[src/rtl/core/cod_pkg.sv]
`default_nettype none

package cod_pkg;

  localparam int CFG_IDX_W  = 2;
  localparam int CFG_DATA_W = 24;
  localparam int ALPHA_W    = 17;
  localparam int ALPHA_FRAC = 16;
  localparam int DZ_W       = 24;
  localparam int WARMUP_W   = 16;
  localparam int STEP_W     = 24;
  localparam int CORR_W     = 25;
  localparam int COUNT_W    = 16;

  localparam logic [ALPHA_W-1:0]  ALPHA_ONE  = 17'h10000;
  localparam logic [ALPHA_FRAC:0] ROUND_HALF = 17'h08000;

  localparam logic [ALPHA_W-1:0]  ALPHA_RST  = 17'd6554;
  localparam logic [DZ_W-1:0]     DZ_RST     = 24'd32768;
  localparam logic [WARMUP_W-1:0] WARMUP_RST = 16'd4;
  localparam logic [STEP_W-1:0]   STEP_RST   = 24'd65536;

  typedef enum logic [CFG_IDX_W-1:0] {
    REG_ALPHA     = 2'd0,
    REG_DEAD_ZONE = 2'd1,
    REG_WARMUP    = 2'd2,
    REG_MAX_STEP  = 2'd3
  } cfg_reg_e;

  typedef struct packed {
    logic [ALPHA_W-1:0]  alpha;
    logic [DZ_W-1:0]     dead_zone;
    logic [WARMUP_W-1:0] warmup;
    logic [STEP_W-1:0]   max_step;
  } cfg_t;

endpackage

`default_nettype wire

[src/rtl/core/clock_offset_drift_corrector.sv]
// path: an accepted request is held in the cod_diff stage register, then in the cod_avg result register
// throughput: one request per cycle while out_ready_i is high; the averaging register closes its loop on itself
// the stage register can take one new request while a finished result waits for
// out_ready_i; once both registers hold data, in_ready_o stays low until out_ready_i
// reset: asynchronous, active low; clears average, sample count and valids,
// and loads the configuration registers with their defaults
`default_nettype none

module clock_offset_drift_corrector #(
  parameter int TICK_BITS = 32,
  parameter int FRAC_BITS = 16
) (
  input  wire                                    clk_i,
  input  wire                                    rst_ni,
  input  wire                                    cfg_valid_i,
  output logic                                   cfg_ready_o,
  input  wire  [cod_pkg::CFG_IDX_W-1:0]          cfg_index_i,
  input  wire  [cod_pkg::CFG_DATA_W-1:0]         cfg_data_i,
  input  wire                                    in_valid_i,
  output logic                                   in_ready_o,
  input  wire  [TICK_BITS-1:0]                   reference_tick_i,
  input  wire  [TICK_BITS-1:0]                   local_tick_i,
  output logic                                   out_valid_o,
  input  wire                                    out_ready_i,
  output logic signed [cod_pkg::CORR_W-1:0]      correction_o,
  output logic                                   correction_active_o,
  output logic signed [TICK_BITS+FRAC_BITS-1:0]  smoothed_offset_o
);

  import cod_pkg::*;

  cfg_t                           cfg_q;
  logic                           s1_valid, s1_ready;
  logic [TICK_BITS+FRAC_BITS-1:0] s1_raw;

  assign cfg_ready_o = 1'b1;

  always_ff @(posedge clk_i or negedge rst_ni) begin
    if (!rst_ni) begin
      cfg_q.alpha     <= ALPHA_RST;
      cfg_q.dead_zone <= DZ_RST;
      cfg_q.warmup    <= WARMUP_RST;
      cfg_q.max_step  <= STEP_RST;
    end else if (cfg_valid_i) begin
      case (cfg_reg_e'(cfg_index_i))
        REG_ALPHA: begin
          cfg_q.alpha <= cfg_data_i[ALPHA_W-1:0];
        end
        REG_DEAD_ZONE: begin
          cfg_q.dead_zone <= cfg_data_i[DZ_W-1:0];
        end
        REG_WARMUP: begin
          cfg_q.warmup <= cfg_data_i[WARMUP_W-1:0];
        end
        REG_MAX_STEP: begin
          cfg_q.max_step <= cfg_data_i[STEP_W-1:0];
        end
        default: begin
          cfg_q <= cfg_q;
        end
      endcase
    end
  end

  cod_diff #(
    .TICK_BITS (TICK_BITS),
    .FRAC_BITS (FRAC_BITS)
  ) u_diff (
    .clk_i            (clk_i),
    .rst_ni           (rst_ni),
    .valid_i          (in_valid_i),
    .ready_o          (in_ready_o),
    .reference_tick_i (reference_tick_i),
    .local_tick_i     (local_tick_i),
    .valid_o          (s1_valid),
    .ready_i          (s1_ready),
    .raw_o            (s1_raw)
  );

  cod_avg #(
    .TICK_BITS (TICK_BITS),
    .FRAC_BITS (FRAC_BITS)
  ) u_avg (
    .clk_i               (clk_i),
    .rst_ni              (rst_ni),
    .cfg_i               (cfg_q),
    .valid_i             (s1_valid),
    .ready_o             (s1_ready),
    .raw_i               (s1_raw),
    .valid_o             (out_valid_o),
    .ready_i             (out_ready_i),
    .correction_o        (correction_o),
    .correction_active_o (correction_active_o),
    .smoothed_offset_o   (smoothed_offset_o)
  );

endmodule

`default_nettype wire

[src/rtl/core/cod_diff.sv]
`default_nettype none

module cod_diff #(
  parameter int TICK_BITS = 32,
  parameter int FRAC_BITS = 16
) (
  input  wire                            clk_i,
  input  wire                            rst_ni,
  input  wire                            valid_i,
  output logic                           ready_o,
  input  wire  [TICK_BITS-1:0]           reference_tick_i,
  input  wire  [TICK_BITS-1:0]           local_tick_i,
  output logic                           valid_o,
  input  wire                            ready_i,
  output logic [TICK_BITS+FRAC_BITS-1:0] raw_o
);

  logic [TICK_BITS:0]                diff;
  logic [TICK_BITS-1:0]              sat;
  logic [TICK_BITS+FRAC_BITS-1:0]    raw_d, raw_q;
  logic                              vld_d, vld_q;

  // reference minus local, saturated to a signed tick value
  always_comb begin
    diff = {1'b0, reference_tick_i} - {1'b0, local_tick_i};
    if (diff[TICK_BITS] != diff[TICK_BITS-1]) begin
      sat = diff[TICK_BITS] ? {1'b1, {(TICK_BITS-1){1'b0}}}
                            : {1'b0, {(TICK_BITS-1){1'b1}}};
    end else begin
      sat = diff[TICK_BITS-1:0];
    end
    raw_d = {sat, {FRAC_BITS{1'b0}}};
  end

  assign ready_o = !vld_q || ready_i;
  assign vld_d   = ready_o ? valid_i : vld_q;

  always_ff @(posedge clk_i or negedge rst_ni) begin
    if (!rst_ni) begin
      vld_q <= 1'b0;
    end else begin
      vld_q <= vld_d;
    end
  end

  always_ff @(posedge clk_i) begin
    if (valid_i && ready_o) begin
      raw_q <= raw_d;
    end
  end

  assign valid_o = vld_q;
  assign raw_o   = raw_q;

endmodule

`default_nettype wire

[src/rtl/core/cod_avg.sv]
`default_nettype none

module cod_avg #(
  parameter int TICK_BITS = 32,
  parameter int FRAC_BITS = 16
) (
  input  wire                                    clk_i,
  input  wire                                    rst_ni,
  input  cod_pkg::cfg_t                          cfg_i,
  input  wire                                    valid_i,
  output logic                                   ready_o,
  input  wire  [TICK_BITS+FRAC_BITS-1:0]         raw_i,
  output logic                                   valid_o,
  input  wire                                    ready_i,
  output logic signed [cod_pkg::CORR_W-1:0]      correction_o,
  output logic                                   correction_active_o,
  output logic signed [TICK_BITS+FRAC_BITS-1:0]  smoothed_offset_o
);

  import cod_pkg::*;

  localparam int W  = TICK_BITS + FRAC_BITS;
  localparam int CW = (W > DZ_W) ? W : DZ_W;
  localparam int PW = W + ALPHA_FRAC + 1;

  logic [W-1:0]          avg_d, avg_q;
  logic [COUNT_W-1:0]    cnt_d, cnt_q;
  logic                  first, alpha_one, active, warm, adv, out_vld_q;
  logic [W:0]            diff, dmag, step, sum;
  logic [PW-1:0]         prod, prod_r;
  logic [W-1:0]          mag;
  logic signed [CW:0]    avg_x, ms_x, lim;
  logic [CORR_W-1:0]     corr_d, corr_q;
  logic                  active_q;
  logic [W-1:0]          offs_q;

  always_comb begin
    cnt_d     = (&cnt_q) ? cnt_q : cnt_q + COUNT_W'(1);
    first     = (cnt_q == '0);
    alpha_one = (cfg_i.alpha >= ALPHA_ONE);

    // blend: step = |d| * alpha rounded, applied with the sign of d
    diff   = {raw_i[W-1], raw_i} - {avg_q[W-1], avg_q};
    dmag   = diff[W] ? (~diff + (W+1)'(1)) : diff;
    prod   = PW'(dmag) * PW'(cfg_i.alpha[ALPHA_FRAC-1:0]);
    prod_r = prod + PW'(ROUND_HALF);
    step   = prod_r[PW-1:ALPHA_FRAC];
    sum    = diff[W] ? ({avg_q[W-1], avg_q} - step) : ({avg_q[W-1], avg_q} + step);

    avg_d  = (first || alpha_one) ? raw_i : sum[W-1:0];

    mag    = avg_d[W-1] ? (~avg_d + W'(1)) : avg_d;
    active = CW'(mag) > CW'(cfg_i.dead_zone);
    warm   = cnt_d < cfg_i.warmup;

    avg_x = {{(CW+1-W){avg_d[W-1]}}, avg_d};
    ms_x  = {{(CW+1-STEP_W){1'b0}}, cfg_i.max_step};
    if (avg_x > ms_x) begin
      lim = ms_x;
    end else if (avg_x < -ms_x) begin
      lim = -ms_x;
    end else begin
      lim = avg_x;
    end
    corr_d = (!active || warm) ? '0 : lim[CORR_W-1:0];
  end

  assign ready_o = !out_vld_q || ready_i;
  assign adv     = valid_i && ready_o;

  always_ff @(posedge clk_i or negedge rst_ni) begin
    if (!rst_ni) begin
      out_vld_q <= 1'b0;
      avg_q     <= '0;
      cnt_q     <= '0;
    end else begin
      if (ready_o) begin
        out_vld_q <= valid_i;
      end
      if (adv) begin
        avg_q <= avg_d;
        cnt_q <= cnt_d;
      end
    end
  end

  always_ff @(posedge clk_i) begin
    if (adv) begin
      corr_q   <= corr_d;
      active_q <= active;
      offs_q   <= avg_d;
    end
  end

  assign valid_o             = out_vld_q;
  assign correction_o        = corr_q;
  assign correction_active_o = active_q;
  assign smoothed_offset_o   = offs_q;

endmodule

`default_nettype wire

[config.mk]
export PLATFORM = sky130hd
export DESIGN_NAME = clock_offset_drift_corrector
export DESIGN_NICKNAME = d
export VERILOG_FILES = /design/src/rtl/core/cod_pkg.sv /design/src/rtl/core/clock_offset_drift_corrector.sv /design/src/rtl/core/cod_diff.sv /design/src/rtl/core/cod_avg.sv
export SDC_FILE = /design/constraint.sdc
export NUM_CORES = 2
export LEC_CHECK = 0
export ABC_AREA = 1
export BUFFER_PORTS_ARGS = -buffer_cell sky130_fd_sc_hd__buf_2
export CAP_MARGIN = 30
export CORE_ASPECT_RATIO = 0.7
export CORE_MARGIN = 4
export CORE_UTILIZATION = 46
export CTS_CLUSTER_SIZE = 14
export DETAILED_ROUTE_END_ITERATION = 8
export PLACE_DENSITY = 0.72
export SYNTH_ARGS = -nofsm -noshare
export SYNTH_HDL_FRONTEND = slang
export SYNTH_SLANG_ARGS = --single-unit
[constraint.sdc]
create_clock -name clk_i -period 13.57 [get_ports clk_i]
set_input_delay 2.714 -clock clk_i [delete_from_list [all_inputs] [get_ports clk_i]]
set_output_delay 2.714 -clock clk_i [all_outputs]
set_load 0.02 [all_outputs]
## Word level (Yosys, flattened, before mapping)

Cells that the tools add are included.

| word-level totals | value |
|---|---|
| bits in registers | 253 |
| output and inout port bits | 77 |

| operators by class | value |
|---|---|
| add/sub/neg operators | 9 |
| multiply operators | 1 |
| $lt $le $gt $ge | 5 |
| equal/unequal tests | 4 |
| multiplexer cells | 9 |
| bitwise gates (word level) | 2 |
| reductions and logical operators | 17 |

Operators by type and width:

| operator | number |
|---|---|
| 2-to-1 mux 48 bit | 3 |
| adder 64 x 16 -> 64 bit, second input constant | 1 |
| multiplier 49 x 16 -> 64 bit | 1 |
| 2-to-1 mux 32 bit | 2 |
| adder 49 x 1 -> 49 bit, second input constant | 1 |
| less-than comparator 48 x 49 -> 1 bit | 1 |
| 2-to-1 mux 49 bit | 1 |
| negation 24 -> 49 bit | 1 |
| inverter 49 bit | 1 |
| subtractor 48 x 48 -> 49 bit | 1 |
| adder 48 x 1 -> 48 bit, second input constant | 1 |
| adder 48 bit | 1 |
| > comparator 48 x 24 -> 1 bit | 1 |
| > comparator 48 x 25 -> 1 bit | 1 |
| inverter 48 bit | 1 |
| subtractor 48 bit | 1 |
| subtractor 32 x 32 -> 33 bit | 1 |
| 2-to-1 mux 25 bit | 1 |
| 2-to-1 mux 24 bit | 1 |
| greater-or-equal comparator 17 bit, second input constant | 1 |
| adder 16 x 1 -> 16 bit, second input constant | 1 |
| logical NOT 16 bit | 1 |
| less-than comparator 16 bit | 1 |
| 2-to-1 mux 16 bit | 1 |
| 10 further kinds | 20 |

## Logic depth before layout (Yosys ltp)

| depth | value |
|---|---|
| word-level depth | 16 |
| mapped depth | 95 |
| mapped depth without buffers | 91 |

## Hierarchy

Synthesis repeated with hierarchy kept, for this count alone.

| unflattened totals | value |
|---|---|
| cells, all modules | 7492 |
| area, all modules | 52674.3 um^2 |

By module, submodules not included:

| module | times used | cells each | area each (um^2) | seq. area each (um^2) |
|---|---|---|---|---|
| cod_avg | 1 | 6515 | 45411.1 | 3848.7 |
| cod_diff | 1 | 614 | 3902.5 | 985.9 |
| clock_offset_drift_corrector | 1 | 363 | 3360.7 | 2039.5 |

## Least setup slack after synthesis

Ideal clock, no wire load.

| timing | value |
|---|---|
| path kind | flip-flop to flip-flop |
| start point | register u_avg.avg_q[0] |
| end point | register u_avg.corr_q[24], in the netlist u_avg.correction_o[24] (data pin) |
| setup time | 0.257 ns |
| arrival | 12.908 ns |
| data required time | 13.313 ns |
| slack | 0.405 ns |
| stages on the path, launching flop included | 84 |
| clock period less this slack | 13.165 ns |
| cells stage by stage | dfrtp_1 > buf_6 > inv_1 > ha_1 > nand2_2 > nor2_2 > nand2_2 > inv_1 > nand3_1 > o21ai_0 > nand2_1 > nor2_1 > nand2_1 > nor2_2 > nand3_1 > inv_1 > nand3_1 > nor3_1 > [... 48 more ...] > buf_2 > ha_1 > nand2_1 > inv_1 > nand3_1 > nor4_1 > inv_1 > nor4_1 > a221oi_1 > nand2_1 > or2_2 > nand2_1 > inv_1 > clkbuf_1 > buf_1 > nand2_1 > o211ai_1 > nor2_1 |

| between the ends | value |
|---|---|
| word-level cells in the longest chain between the ends | 16 |
| elaborated cells on any way between the ends | 20 |
| classes of those cells | add/sub (6); mul (1); order compare (3); mux (5); bitwise (2); reduce/logical (3) |

Ends and longest elaborated chain:

| what | RTL line | RTL |
|---|---|---|
| start, declared | cod_avg.sv:26 | `logic [W-1:0] avg_d, avg_q;` |
| start signal, assigned | cod_avg.sv:81 | `avg_q <= avg_d;` |
| subtractor 48 x 48 -> 49 bit | cod_avg.sv:43 | `diff = {raw_i[W-1], raw_i} - {avg_q[W-1], avg_q};` |
| inverter 49 bit | cod_avg.sv:44 | `dmag = diff[W] ? (~diff + (W+1)'(1)) : diff;` |
| adder 49 x 1 -> 49 bit | cod_avg.sv:44 |  |
| 2-to-1 mux 49 bit | cod_avg.sv:44 |  |
| multiplier 49 x 16 -> 64 bit | cod_avg.sv:45 | `prod = PW'(dmag) * PW'(cfg_i.alpha[ALPHA_FRAC-1:0]);` |
| adder 64 x 16 -> 64 bit | cod_avg.sv:46 | `prod_r = prod + PW'(ROUND_HALF);` |
| adder 48 bit or subtractor 48 bit (tied branches) | cod_avg.sv:48 | `sum = diff[W] ? ({avg_q[W-1], avg_q} - step) : ({avg_q[W-1], avg_q} + step);` |
| 2-to-1 mux 48 bit (*) | cod_avg.sv:48 |  |
| 2-to-1 mux 48 bit (*) | cod_avg.sv:50 | `avg_d = (first \|\| alpha_one) ? raw_i : sum[W-1:0];` |
| via u_avg.avg_d[47] | cod_avg.sv:26 |  |
| inverter 48 bit | cod_avg.sv:52 | `mag = avg_d[W-1] ? (~avg_d + W'(1)) : avg_d;` |
| adder 48 x 1 -> 48 bit | cod_avg.sv:52 |  |
| 2-to-1 mux 48 bit | cod_avg.sv:52 |  |
| > comparator 48 x 24 -> 1 bit | cod_avg.sv:53 | `active = CW'(mag) > CW'(cfg_i.dead_zone);` |
| logical NOT 1 bit | cod_avg.sv:65 | `corr_d = (!active \|\| warm) ? '0 : lim[CORR_W-1:0];` |
| logical OR 1 bit | cod_avg.sv:65 |  |
| OR reduction 2 bit (no source line) | - |  |
| end signal, assigned | cod_avg.sv:89 | `corr_q <= corr_d;` |
| end, declared | cod_avg.sv:33 | `logic [CORR_W-1:0] corr_d, corr_q;` |

Mark *: on every way through the listed nets, which the timed path passes. The rest lies on a longest branch.
A chain may end at the register's enable or synchronous reset.

## Worst setup path in the final report

| timing | value |
|---|---|
| start point | register u_avg.avg_q[0] |
| end point | register u_avg.corr_q[3], in the netlist u_avg.correction_o[3] (data pin) |

| between the ends | value |
|---|---|
| word-level cells in the longest chain between the ends | 15 |
| elaborated cells on any way between the ends | 20 |
| classes of those cells | add/sub (6); mul (1); order compare (3); mux (6); bitwise (2); reduce/logical (2) |

Ends and longest elaborated chain:

| what | RTL line |
|---|---|
| subtractor 48 x 48 -> 49 bit | cod_avg.sv:43 |
| inverter 49 bit | cod_avg.sv:44 |
| adder 49 x 1 -> 49 bit | cod_avg.sv:44 |
| 2-to-1 mux 49 bit | cod_avg.sv:44 |
| multiplier 49 x 16 -> 64 bit | cod_avg.sv:45 |
| adder 64 x 16 -> 64 bit | cod_avg.sv:46 |
| adder 48 bit or subtractor 48 bit (tied branches) | cod_avg.sv:48 |
| 2-to-1 mux 48 bit (*) | cod_avg.sv:48 |
| 2-to-1 mux 48 bit (*) | cod_avg.sv:50 |
| via u_avg.avg_d[36] | cod_avg.sv:26 |
| inverter 48 bit | cod_avg.sv:52 |
| adder 48 x 1 -> 48 bit | cod_avg.sv:52 |
| 2-to-1 mux 48 bit | cod_avg.sv:52 |
| > comparator 48 x 24 -> 1 bit | cod_avg.sv:53 |
| logical NOT 1 bit | cod_avg.sv:65 |
| logical OR 1 bit | cod_avg.sv:65 |

Marked as above.

==> run_results.csv <==
group,metric,value,unit
status,status,"finished with violations",
status,failed_checks,"setup timing",
global_routing,grt_pass1_wl,298000,µm
min_path,hold_class,"flop to flop",
synthesis,synth_xor_area_frac,0.0361,
route,wl_per_cell,19.3,µm
floorplan,dieWidth,401,µm
synthesis,avgSynthCellArea,7.18,µm²
global_routing,grt_pass1_vias,52429,
floorplan,num_rows,100,
placed_design,port_buffers,170,
floorplan,ios,172,
worst_setup_path,max_stage_delay,560,ps
placed_design,hpwlAfterDp,157000,µm
route,drt-total-wl,192000,µm
synthesis,synth-simple-area-share,0.242,
worst_setup_path,crit_required,13920,ps
worst_setup_path,path_buf_inv,23,
floorplan,die_h,283,µm
synthesis,synth_edf_count,106,
worst_setup_path,worstPathArrival,14370,ps
timing,finalCritPeriodShare,1.03,
timing,hold_slack,486,ps
route,via_per_inst,5.27,
final_layout,drive_above_1_share,0.292,
global_routing,grt_overflow,0,
floorplan,start_util,0.466,
synthesis,synth_cell_type_count,62,
final_layout,area_growth_syn_to_layout,37.6,%
timing,relSlewSlack,0.339,
timing,fmax,71.3,MHz
job,maxCapViolations,0,
timing,final_max_slew_viol_count,0,
synthesis,syn_inst,6917,
worst_setup_path,critPathTopFamily,"simple AND/OR/NAND/NOR gates",
final_layout,final_cell_mix,"nand2_1, buf_4, inv_1",
worst_setup_path,worstPathMaxFanout,6,
placed_design,dp_slack,-1400,ps
floorplan,design.die.area,113000,µm²
synthesis,synth_mux_area_frac,0,
floorplan,core-area,107000,µm²
clocking,cts_buffers,25,
route,drcViolationCount,0,
timing,hold_violations,0,
synthesis,yosys_warnings,0,
synthesis,syn_nets,8071,
synthesis,syn-cell-area,49700,µm²
worst_setup_path,end_kind,"flop",
global_routing,antenna_found_initial,6,
clocking,cts-root-buf,"clkbuf_16",
route,dr.pass1.iters,6,
route,vias,52395,
timing,setup_tns,-10770,ps
clocking,cts.sinks,253,
timing,period_needed,14020,ps
clocking,clkTransAtPathRegs,70,ps
clocking,cts_tree,"built",
synthesis,synth_top_family_by_area,"adder cells",
synthesis,yosys.area_share.adder,0.366,
route,antenna_left,0,
timing,tightest_slew,982,ps
synthesis,synth_compound_area_frac,0.0919,
worst_setup_path,critPathKind,"flop to flop",
synthesis,ys_seq_elements,253,
synthesis,async_reset_ff_frac,0.581,
final_layout,nets,9637,
global_routing,grt_max_degree,98,
clocking,htree_levels,1,
route,drt_first_iter_violations,4738,
clocking,clk_path_buf_depth,3,
timing,setup-violations-final,26,
worst_setup_path,start_kind,"flop",
final_layout,final_util,0.641,
worst_setup_path,critPathMostFrequentCell,"nand2_1",
timing,rsz0062_at_grt,"yes",
synthesis,synth_flop_cell,"dfrtp_1",
final_layout,layout_commonest_cell,"nand2_1",
synthesis,ys_seq_area_frac,0.138,
timing,finalClockSkew,35.4,ps
global_routing,grtUsageTotal,0.332,
timing,layout_setup_ws,-450,ps
placed_design,gp_congestion,1.03,
clocking,insertion_delay,600,ps
worst_setup_path,crit_slowest_cell,"fa_1",
clocking,ctsHoldBuffers,0,
==> worst register-to-register path: cells and delay by family, from the launching register on <==
kind | cells | cell delay (ps)
AND/OR/NAND/NOR | 45 | 5770
adder cells (fa/ha/maj) | 8 | 3630
buffers and inverters | 23 | 2670
AO/OA/AOI/OAI | 6 | 1020
flip-flops | 1 | 400
XOR/XNOR | 2 | 320
==> worst paths after layout <==
path / from / to / slack (ps) / cells after the start
min in group asynchronous: rst_ni / cfg_q[69] / 2210 / 1
max reg2reg: u_avg.avg_q[0] / u_avg.correction_o[3] / -450 / 84
max: u_avg.avg_q[0] / u_avg.correction_o[3] / -450 / 84
max in group asynchronous: rst_ni / u_diff.valid_o / 9890 / 2
min: cfg_q[34] / cfg_q[34] / 490 / 2
min reg2reg: cfg_q[34] / cfg_q[34] / 490 / 2
==> sequential cells by signal, indices dropped and copies added (netlist names) <==
name / flops
cfg_q: 81
u_avg.cnt_q: 16
u_avg.correction_active_o: 1
u_avg.valid_o: 1
u_avg.smoothed_offset_o: 48
u_avg.avg_q: 48
u_avg.correction_o: 25
u_diff.raw_o: 32
u_diff.valid_o: 1
==> cells by family (layout without fill, tap and decap cells) <==
kind of cell	Yosys count	count (layout)
other cells	1	6
fa+ha+maj	1059	1059
compound gates	828	828
flops	253	253
buf+inv	1644	3229
simple gates	2929	2929
xor+xnor	203	203
==> metal layers <==
layer	track usage	part of all wire
met4	0.0672	0.024
met5	0	0
met2	0.481	0.41
met1	0.501	0.45
met3	0.0836	0.12
==> through the flow <==
stage / area [µm²] / std cells
after floorplan: 49700 / 6917
after detailed placement: 61800 / 9663
after CTS: 67200 / 9889
after global placement: 61800 / 9662
final: 68400 / 9935
after global routing: 68400 / 9930
==> Yosys cell counts (106+ instances only) <==
cell type / count / share of area
a21oi_1: 279 / 0.028
clkbuf_1: 149 / 0.011
dfrtp_1: 137 / 0.069
edfxtp_1: 106 / 0.064
fa_1: 656 / 0.26
ha_1: 403 / 0.10
inv_1: 1436 / 0.11
nand2_1: 1606 / 0.12
nand3_1: 223 / 0.022
nor2_1: 809 / 0.061
o21ai_0: 340 / 0.034
xor2_1: 147 / 0.026
==> area by class of cell <==
| type | count | area (µm²) |
|---|---|---|
| diodes | 5 | 12.5 |
| clock buffers | 33 | 677 |
| clock inverters | 13 | 168 |
| fillers | 9128 | 38300 |
| inverters | 1471 | 5630 |
| multi-input cells | 5020 | 40000 |
| flip-flops and latches | 253 | 6880 |
| well taps | 1428 | 1790 |
| repair buffers | 1711 | 13200 |
| repair inverters | 1 | 7.51 |
==> what timing repair did <==
item                                    in CTS  in global routing
setup buffers                              173                 41
gates cloned                                 8                  1
endpoints found under the setup margin      26                 26
pin swaps                                  285                143
resized for setup                          746                187
endpoints found under the hold margin        0                  0
Power is left out: the tool's default activity adds up to more than one toggle a clock period on the data nets, which glitch-free logic cannot reach.
